`config.mk`:
```
export PLATFORM = sky130hd
export DESIGN_NAME = form_query_string_decoder_unit
export DESIGN_NICKNAME = d
export VERILOG_FILES = /design/src/sv/fqsd_pkg.sv /design/src/sv/fqsd_decode.sv /design/src/sv/fqsd_serializer.sv /design/src/sv/form_query_string_decoder_unit.sv
export SDC_FILE = /design/constraint.sdc
export NUM_CORES = 1
export LEC_CHECK = 0
export BUFFER_PORTS_ARGS = -buffer_cell sky130_fd_sc_hd__buf_4
export CAP_MARGIN = 10
export CORE_MARGIN = 2
export CORE_UTILIZATION = 60
export DETAILED_ROUTE_END_ITERATION = 8
export PLACE_DENSITY = 0.88
export SYNTH_ARGS = -nofsm -noshare
export SYNTH_HDL_FRONTEND = slang
export SYNTH_SLANG_ARGS = --single-unit
```
`constraint.sdc`:
```
create_clock -name i_clk -period 5.3 [get_ports i_clk]
set_input_delay 1.06 -clock i_clk [delete_from_list [all_inputs] [get_ports i_clk]]
set_output_delay 1.06 -clock i_clk [all_outputs]
set_load 0.01 [all_outputs]
```
`src/sv/fqsd_pkg.sv`:
```
// Shared types, character codes and hex digit helper for the query string decoder.
package fqsd_pkg;

    localparam logic [7:0] CH_EQ    = 8'h3D;  // '='
    localparam logic [7:0] CH_AMP   = 8'h26;  // '&'
    localparam logic [7:0] CH_PCT   = 8'h25;  // '%'
    localparam logic [7:0] CH_CR    = 8'h0D;
    localparam logic [7:0] CH_LF    = 8'h0A;
    localparam logic [7:0] CH_US    = 8'h5F;  // '_'
    localparam logic [7:0] CH_X     = 8'h78;  // 'x'
    localparam logic [7:0] CH_SPACE = 8'h20;

    localparam int unsigned MAX_RES = 3;

    typedef enum logic [2:0] {
        MODE_IDLE = 3'd0,
        MODE_HEX1 = 3'd1,
        MODE_HEX2 = 3'd2,
        MODE_US   = 3'd3,
        MODE_USX  = 3'd4
    } t_mode;

    typedef struct packed {
        logic       ok;
        logic [3:0] val;
    } t_hex;

    // Result group of one input word: up to three bytes, sent lowest index first.
    typedef struct packed {
        logic [1:0]              cnt;
        logic [MAX_RES-1:0][7:0] bytes;
        logic                    bare;
        logic                    last;
    } t_grp;

    function automatic t_hex hex_val(input logic [7:0] c);
        t_hex h;
        h.ok  = 1'b1;
        h.val = 4'h0;
        if (c >= 8'h30 && c <= 8'h39) begin
            h.val = c[3:0];
        end else if ((c >= 8'h41 && c <= 8'h46) || (c >= 8'h61 && c <= 8'h66)) begin
            h.val = c[3:0] + 4'd9;
        end else begin
            h.ok = 1'b0;
        end
        return h;
    endfunction

endpackage

```
`src/sv/fqsd_decode.sv`:
```
// Decode state machine: turns one input word into a group of up to three result bytes.
module fqsd_decode
    import fqsd_pkg::*;
(
    input  logic       i_clk,
    input  logic       i_rst_n,
    input  logic       i_accept,
    input  logic [7:0] i_byte,
    input  logic       i_last,
    output logic       o_push,
    output t_grp       o_grp
);

    t_mode      r_mode, n_mode;
    logic [7:0] r_first, n_first;

    always_ff @(posedge i_clk) begin
        if (!i_rst_n) begin
            r_mode  <= MODE_IDLE;
            r_first <= 8'h00;
        end else if (i_accept) begin
            r_mode  <= n_mode;
            r_first <= n_first;
        end
    end

    always_comb begin
        t_grp       g;
        logic [1:0] k;
        logic       idle_go;
        t_hex       hi;
        t_hex       lo;
        logic [7:0] v;

        g       = '0;
        k       = 2'd0;
        idle_go = 1'b0;
        n_mode  = r_mode;
        n_first = r_first;
        hi      = hex_val(r_first);
        lo      = hex_val(i_byte);
        if (!hi.ok) begin
            v = 8'h00;
        end else if (!lo.ok) begin
            v = {4'h0, hi.val};
        end else begin
            v = {hi.val, lo.val};
        end
        if (v == CH_CR) begin
            v = CH_LF;
        end

        unique case (r_mode)
            MODE_HEX1: begin
                n_first = i_byte;
                n_mode  = MODE_HEX2;
            end
            MODE_HEX2: begin
                g.bytes[k] = v;
                k          = k + 2'd1;
                n_mode     = MODE_IDLE;
                n_first    = 8'h00;
            end
            MODE_US: begin
                if (i_byte == CH_X) begin
                    n_mode = MODE_USX;
                end else begin
                    g.bytes[k] = CH_US;
                    k          = k + 2'd1;
                    idle_go    = 1'b1;
                end
            end
            MODE_USX: begin
                n_mode = MODE_IDLE;
                if (i_byte == CH_US) begin
                    g.bytes[k] = CH_SPACE;
                    k          = k + 2'd1;
                end else begin
                    g.bytes[k] = CH_US;
                    k          = k + 2'd1;
                    g.bytes[k] = CH_X;
                    k          = k + 2'd1;
                    idle_go    = 1'b1;
                end
            end
            default: begin
                idle_go = 1'b1;
            end
        endcase

        // Broken match and plain idle: handle the new byte from scratch.
        if (idle_go) begin
            n_mode = MODE_IDLE;
            if (i_byte == CH_EQ || i_byte == CH_AMP) begin
                g.bytes[k] = CH_SPACE;
                k          = k + 2'd1;
            end else if (i_byte == CH_PCT) begin
                n_mode = MODE_HEX1;
            end else if (i_byte == CH_US) begin
                n_mode = MODE_US;
            end else begin
                g.bytes[k] = i_byte;
                k          = k + 2'd1;
            end
        end

        // End of string: flush held underscore text, drop a partial escape.
        if (i_last) begin
            if (n_mode == MODE_US) begin
                g.bytes[k] = CH_US;
                k          = k + 2'd1;
            end else if (n_mode == MODE_USX) begin
                g.bytes[k] = CH_US;
                k          = k + 2'd1;
                g.bytes[k] = CH_X;
                k          = k + 2'd1;
            end
            n_mode  = MODE_IDLE;
            n_first = 8'h00;
            g.last  = 1'b1;
            if (k == 2'd0) begin
                g.bare = 1'b1;
                k      = 2'd1;
            end
        end

        g.cnt  = k;
        o_grp  = g;
        o_push = i_accept && (k != 2'd0);
    end

endmodule

```
`src/sv/fqsd_serializer.sv`:
```
// Result register: holds one group and sends its bytes one word per cycle while i_ready is high.
module fqsd_serializer
    import fqsd_pkg::*;
(
    input  logic       i_clk,
    input  logic       i_rst_n,
    input  logic       i_push,
    input  t_grp       i_grp,
    output logic       o_ready,
    output logic       o_valid,
    input  logic       i_ready,
    output logic [7:0] o_byte,
    output logic       o_has,
    output logic       o_last
);

    logic       r_valid;
    logic [1:0] r_idx;
    t_grp       r_grp;
    logic       w_final;
    logic       w_take;

    always_comb begin
        w_final = (r_idx == r_grp.cnt - 2'd1);
        w_take  = r_valid && i_ready;
        o_ready = !r_valid || (w_final && i_ready);
        o_valid = r_valid;
        o_byte  = r_grp.bytes[r_idx];
        o_has   = !r_grp.bare;
        o_last  = r_grp.last && w_final;
    end

    always_ff @(posedge i_clk) begin
        if (!i_rst_n) begin
            r_valid <= 1'b0;
            r_idx   <= 2'd0;
        end else if (i_push) begin
            r_valid <= 1'b1;
            r_idx   <= 2'd0;
        end else if (w_take) begin
            if (w_final) begin
                r_valid <= 1'b0;
            end else begin
                r_idx <= r_idx + 2'd1;
            end
        end
    end

    // Payload: no reset.
    always_ff @(posedge i_clk) begin
        if (i_push) begin
            r_grp <= i_grp;
        end
    end

endmodule

```
`src/sv/form_query_string_decoder_unit.sv`:
```
// The first result word of an input word is registered and valid in the cycle after it is accepted.
// Throughput: one input word per cycle while each yields at most one result and the output is
// not stalled; a word with more results (up to 3) holds the input until the single output
// register has sent them. A word yielding no result is taken without stall when it is free.
// Reset: i_rst_n synchronous, active low; clears decode mode, held digit and output valid.
module form_query_string_decoder_unit
    import fqsd_pkg::*;
(
    input  logic       i_clk,
    input  logic       i_rst_n,
    input  logic       i_s_axis_tvalid,
    output logic       o_s_axis_tready,
    input  logic [7:0] i_s_axis_tdata,   // [7:0] in_byte
    input  logic       i_s_axis_tlast,
    output logic       o_m_axis_tvalid,
    input  logic       i_m_axis_tready,
    output logic [7:0] o_m_axis_tdata,   // [7:0] out_byte
    output logic       o_m_axis_tuser,   // [0] has_byte
    output logic       o_m_axis_tlast
);

    logic w_accept;
    logic w_push;
    t_grp w_grp;

    assign w_accept = i_s_axis_tvalid && o_s_axis_tready;

    fqsd_decode u_decode (
        .i_clk    (i_clk),
        .i_rst_n  (i_rst_n),
        .i_accept (w_accept),
        .i_byte   (i_s_axis_tdata),
        .i_last   (i_s_axis_tlast),
        .o_push   (w_push),
        .o_grp    (w_grp)
    );

    fqsd_serializer u_ser (
        .i_clk   (i_clk),
        .i_rst_n (i_rst_n),
        .i_push  (w_push),
        .i_grp   (w_grp),
        .o_ready (o_s_axis_tready),
        .o_valid (o_m_axis_tvalid),
        .i_ready (i_m_axis_tready),
        .o_byte  (o_m_axis_tdata),
        .o_has   (o_m_axis_tuser),
        .o_last  (o_m_axis_tlast)
    );

`ifndef NO_ASSERTIONS
    // A bare end marker only ever closes a string.
    a_bare_is_last: assert property (@(posedge i_clk) disable iff (!i_rst_n)
        o_m_axis_tvalid && !o_m_axis_tuser |-> o_m_axis_tlast)
        else $error("bare marker without last");

    // A bare end marker carries a zero byte.
    a_bare_zero: assert property (@(posedge i_clk) disable iff (!i_rst_n)
        o_m_axis_tvalid && !o_m_axis_tuser |-> o_m_axis_tdata == 8'h00)
        else $error("bare marker with nonzero data");

    // A stalled output word blocks the input side.
    a_stall_blocks: assert property (@(posedge i_clk) disable iff (!i_rst_n)
        o_m_axis_tvalid && !i_m_axis_tready |-> !o_s_axis_tready)
        else $error("input accepted while output stalled");
`endif

endmodule
```
# Word level (Yosys, flattened, before mapping)
# Index checks and enable logic that the tools add are counted.
dict set report totals {
  wordCells 151
  ff_bits 42
  inputBits 13
  out_inout_bits 12
}
dict set report op_classes {
  n_lt_le_gt_ge 19
  muxes 60
  n_addsub 7
  eq_ne 13
  reduce_logical 31
  bitwise_logic 11
}
# operator n
set ops {}
lappend ops {{two-way mux 24 bit} 6}
lappend ops {{two-way mux 8 bit} 8}
lappend ops {{demux 8 bit (select 2 bit)} 3}
lappend ops {{>= comparator 8 x 7 -> 1 bit (second input constant)} 4}
lappend ops {{<= comparator 8 x 7 -> 1 bit (second input constant)} 4}
lappend ops {{two-way mux 7 bit} 4}
lappend ops {{two-way mux 26 bit} 1}
lappend ops {{bitwise mux 24 bit} 1}
lappend ops {{== test 8 x 6 -> 1 bit (second input constant)} 3}
lappend ops {{case mux 8 bit (3 select lines)} 1}
lappend ops {{two-way mux 2 bit} 11}
lappend ops {{AND 14 x 21 -> 21 bit} 1}
lappend ops {{inverter 21 bit} 1}
lappend ops {{bitwise OR 18 bit} 1}
lappend ops {{binary-select mux 8 bit (select 2 bit)} 1}
lappend ops {{== test 8 x 7 -> 1 bit (second input constant)} 2}
lappend ops {{>= comparator 8 x 6 -> 1 bit (second input constant)} 2}
lappend ops {{<= comparator 8 x 6 -> 1 bit (second input constant)} 2}
lappend ops {{two-way mux 4 bit} 4}
lappend ops {{case mux 8 bit (2 select lines)} 1}
lappend ops {{two-way mux 3 bit} 5}
lappend ops {{logical AND 1 bit} 14}
lappend ops {{AND 12 bit} 1}
lappend ops {{less-than comparator 2 x 3 -> 1 bit (second input constant)} 4}
lappend ops {{26 further kinds} 56}

# Depth between registers and ports, before layout
dict set report depth {
  depth_word 20
  mapped_depth 16
  mapped_depth_nobuf 15
}

# By module
# A second synthesis with hierarchy kept.
dict set report unflattened {
  cells_unflattened 371
  hier_area_um2 3321.9
}
# mod n_inst seq_area_each_um2 area_each_um2 cells_each
set by_module_without_submodules {}
lappend by_module_without_submodules {fqsd_decode 1 220.2 2107.0 292}
lappend by_module_without_submodules {fqsd_serializer 1 900.9 1208.7 78}
lappend by_module_without_submodules {form_query_string_decoder_unit 1 0.0 6.3 1}

# Worst setup path before layout
# No wires, ideal clock.
dict set report synth_timing {
  kind {input port to flip-flop}
  startpoint {in i_s_axis_tdata[0]}
  endpoint {reg u_ser.r_grp[0] (netlist name), enable pin}
  n_path_buf 1
  t_required_ns 4.874
  setup_time_ns 0.426
  arrival_ns 4.451
  path_slack_ns 0.423
  stages 11
  path_cell_list {clkbuf_1 > inv_1 > ha_1 > nor2b_1 > and3_2 > o22ai_1 > inv_1 > ha_1 > a22o_1 > a21oi_1 > a21oi_1}
}
dict set report synth_between {
  elab_chain_len 18
  word_cells_on_any_way 35
  classes_between {add/sub (3); eq/ne (7); mux (21); reduce/logical (4)}
}
# element line
set synth_lines {}
lappend synth_lines {{start, declared} form_query_string_decoder_unit.sv:13} ;# input logic [7:0] i_s_axis_tdata,
lappend synth_lines {{== test 8 x 7 -> 1 bit, on equally long branches} {fqsd_decode.sv:75, fqsd_decode.sv:99, fqsd_decode.sv:65}}
lappend synth_lines {{two-way mux 2 bit or two-way mux 1 bit (tied branches)} {fqsd_decode.sv:75, fqsd_decode.sv:65}}
lappend synth_lines {{case mux 2 bit (3 select lines)} fqsd_decode.sv:53} ;# unique case (r_mode)
lappend synth_lines {{adder 2 x 1 -> 2 bit} {fqsd_decode.sv:96, fqsd_decode.sv:103}}
lappend synth_lines {{two-way mux 2 bit} fqsd_decode.sv:99} ;# end else if (i_byte == CH_US) begin
lappend synth_lines {{two-way mux 2 bit} fqsd_decode.sv:97} ;# end else if (i_byte == CH_PCT) begin
lappend synth_lines {{two-way mux 2 bit} fqsd_decode.sv:94} ;# if (i_byte == CH_EQ || i_byte == CH_AMP) begin
lappend synth_lines {{two-way mux 2 bit} fqsd_decode.sv:92} ;# if (idle_go) begin
lappend synth_lines {{[3 not listed]} --}
lappend synth_lines {{two-way mux 2 bit} fqsd_decode.sv:109} ;# if (n_mode == MODE_US) begin
lappend synth_lines {{two-way mux 2 bit} fqsd_decode.sv:108} ;# if (i_last) begin
lappend synth_lines {{zero test 2 bit} fqsd_decode.sv:121} ;# if (k == 2'd0) begin
lappend synth_lines {{two-way mux 2 bit} fqsd_decode.sv:121}
lappend synth_lines {{two-way mux 2 bit *} fqsd_decode.sv:108}
lappend synth_lines {{nonzero test 2 bit *} fqsd_decode.sv:129} ;# o_push = i_accept && (k != 2'd0);
lappend synth_lines {{logical AND 1 bit *} fqsd_decode.sv:129}
lappend synth_lines {{named net u_decode.o_push} fqsd_decode.sv:10} ;# output logic o_push,
lappend synth_lines {{end signal, assigned} fqsd_serializer.sv:52} ;# r_grp <= i_grp;
lappend synth_lines {{end, declared} fqsd_serializer.sv:19} ;# t_grp r_grp;
# The timed path passes the listed nets; every way through them passes the cells marked *. The select of a mux whose other input is x is not followed.
# A chain may end at the register's enable or synchronous reset.

==> run metrics <==
post-synth top area share 0.260; final hold violation count 0; CTS Sinks 42; H-tree depth 2; Area Growth Syn to Fin 9.22%; Finished Layout Cells 461; Worst Tran Pin Value 1.07 ns; ys flop type edfxtp_1; Max-Slew Margin vs Limit 0.284; Antenna Nets Post-Route 0; DRT Wirelength 7500 µm; total power 0.679 mW; P_leak 1.41 nW; status finished, final reports clean; I/O Pins 25; hold crit path type flop to flop; vias in the first global route 2622; Max-Cap Viols 0; Avg Synthesized Cell Area 8.57 µm²; CTS Hold Buffers Added 0; crit path DAT 4.42 ns; drt first pass iters 5; DRC Markers 0; library cells used by synthesis 71; post-DP HPWL 5630 µm; Final period util 0.821; CP Capture Type flop; vias post-DR 2927; worst skew pair latency 0.30 ns; drt initial violations 305; TNS Setup 0 ns; Post-synth EDFFs 28; core area 0.00514 mm²; Post-Place Cells 453; CTS tree done; total CTS buffers 5; die width 77.4 µm; Post-layout nets 419; CTS resizes 0; routed wire length per instance 16.3 µm; Cell Rows 26; worst vdd ir 104 µV; clock skew 0.0114 ns; Period minus WS final 4.35 ns; global placement routability congestion 0.975; FF+latch count, synth 42; Achievable Freq 0.230 GHz; Area after DPL 0.00343 mm²; RSZ-0062 raised after global routing no; fin area 0.00353 mm²; initial antenna violation count 0; Setup Fix Bufs, Post-CTS 0; Seq/Total Area, Yosys 0.347; Diodes inserted 0; fraction of registers with async set or reset after synthesis 0; largest net degree at the start of global routing 31; worst hold slack 0.480 ns; Worst-path clk slew 0.09 ns; Crit Path Class primary input to flop; Synth area leaders edfxtp_1 (26%), dfxtp_1 (8.7%), ha_1 (6.2%); Worst Setup Start Kind primary input; cells after synthesis 377; initial core utilization 0.629; Critical Path RT 5.37 ns; Seq. cell area 0.00112 mm²; Vias/cell 6.35; count leader, synth nand2_1; area of the multi-input gates 0.00196 mm²; total grt overflow 0; # port buffers 24; Power Density 192 mW/mm²; Fill cells 425; count of warnings emitted by yosys 0; Max Buffers Root-to-Sink 2; synthesized area 0.00323 mm²; max-slew violation total from the final report 0; Crit Path Max Fanout 8; Synth area leader edfxtp_1; global-route wire length before repair 12400 µm; final setup fails 0; Root Buffer clkbuf_8; die height 77.4 µm; Die Area 0.00599 mm²; share of cells above drive strength 1 0.151; All-Layer GR Usage 0.256; Net Count, Synth 406; top cells by count, synth nand2_1 (43), nor2_1 (30), edfxtp_1 (28), o21ai_0 (28), ha_1 (16)
[final cells by class]
| type | count | area share |
|---|---|---|
| tap | 70 | 0.0248 |
| inverter | 17 | 0.0184 |
| clock buffer | 6 | 0.0234 |
| timing repair buffer | 26 | 0.0553 |
| multi-input combinational | 298 | 0.557 |
| clock inverter | 2 | 0.00355 |
| sequential | 42 | 0.318 |
[power breakdown]
group	total (mW)	switching, mW	internal [mW]
sequential	0.371	0.00698	0.364
combinational	0.0886	0.0524	0.0362
clock	0.219	0.114	0.105
total	0.679	0.174	0.505
[through the flow]
step	util	worst slack [ns]
6_report	0.686	0.950
2_1_floorplan	-	0.423
4_1_cts	0.686	0.987
3_5_place_dp	0.668	0.686
3_3_place_gp	0.668	0.854
5_1_grt	0.686	0.707
[per-layer routing]
metal | wire [µm] | part of all wire | track usage | up-vias
met5 | 0 | 0 | 0 | -
met4 | 197 | 0.026 | 0.0839 | 0
met3 | 529 | 0.071 | 0.0314 | 21
met2 | 3520 | 0.47 | 0.423 | 151
met1 | 3250 | 0.43 | 0.350 | 1344
li1 | - | - | - | 1411
[critical path, stage by stage]
cell and delay, ns:
buf_4 0.14, and4b_4 0.35, nor3b_2 0.40, a21oi_1 0.12, o22ai_1 0.35, inv_1 0.21, ha_1 0.33, a22o_1 0.14
and2_4 0.18, clkinv_2 0.10, ha_1 0.26, o21ai_0 0.42, nand3_4 0.14, o22a_2 0.22
[cell usage in the layout (no fill, tap or decap), drive strengths merged, types with 8 or more instances in the layout]
master  netlist  layout
edfxtp       28      28
mux2i         9       9
a31oi         8       8
nor2b         8       8
nand2        43      43
a21o         16      16
buf           5      26
nor2         30      30
inv          16      16
a21boi       10      10
and3          8       8
ha           16      16
nand3        16      16
a21oi        15      15
dfxtp        14      14
o21ai        30      30
[kinds of logic (layout without fill, tap and decap cells)]
kind of cell | Yosys count | count (layout) | synth area share
simple gates | 141 | 141 | 0.228
compound gates | 122 | 122 | 0.257
flops | 42 | 42 | 0.347
buf+inv | 37 | 51 | 0.0461
fa+ha+maj | 16 | 16 | 0.0620
mux | 12 | 12 | 0.0383
xor+xnor | 7 | 7 | 0.0213
[state kept, by name, indices dropped and copies added (netlist names)]
register / flops
u_ser.r_grp: 28
u_decode.r_mode: 3
u_ser.r_idx: 2
u_ser.o_valid: 1
u_decode.r_first: 8
[final timing paths]
| path | from | to | slack, ns | cells after the start |
|---|---|---|---|---|
| max reg2reg | u_decode.r_mode[1]$_SDFFE_PN0P_ | u_ser.r_grp[27]$_DFFE_PP_ | 1.78 | 12 |
| min reg2reg | u_decode.r_first[6]$_SDFFE_PN0P_ | u_decode.r_first[6]$_SDFFE_PN0P_ | 0.48 | 2 |
| min | u_decode.r_first[6]$_SDFFE_PN0P_ | u_decode.r_first[6]$_SDFFE_PN0P_ | 0.48 | 2 |
| max | i_s_axis_tdata[7] | u_ser.r_grp[27]$_DFFE_PP_ | 0.95 | 14 |
Note: power is estimated with default switching activity, not from simulation.
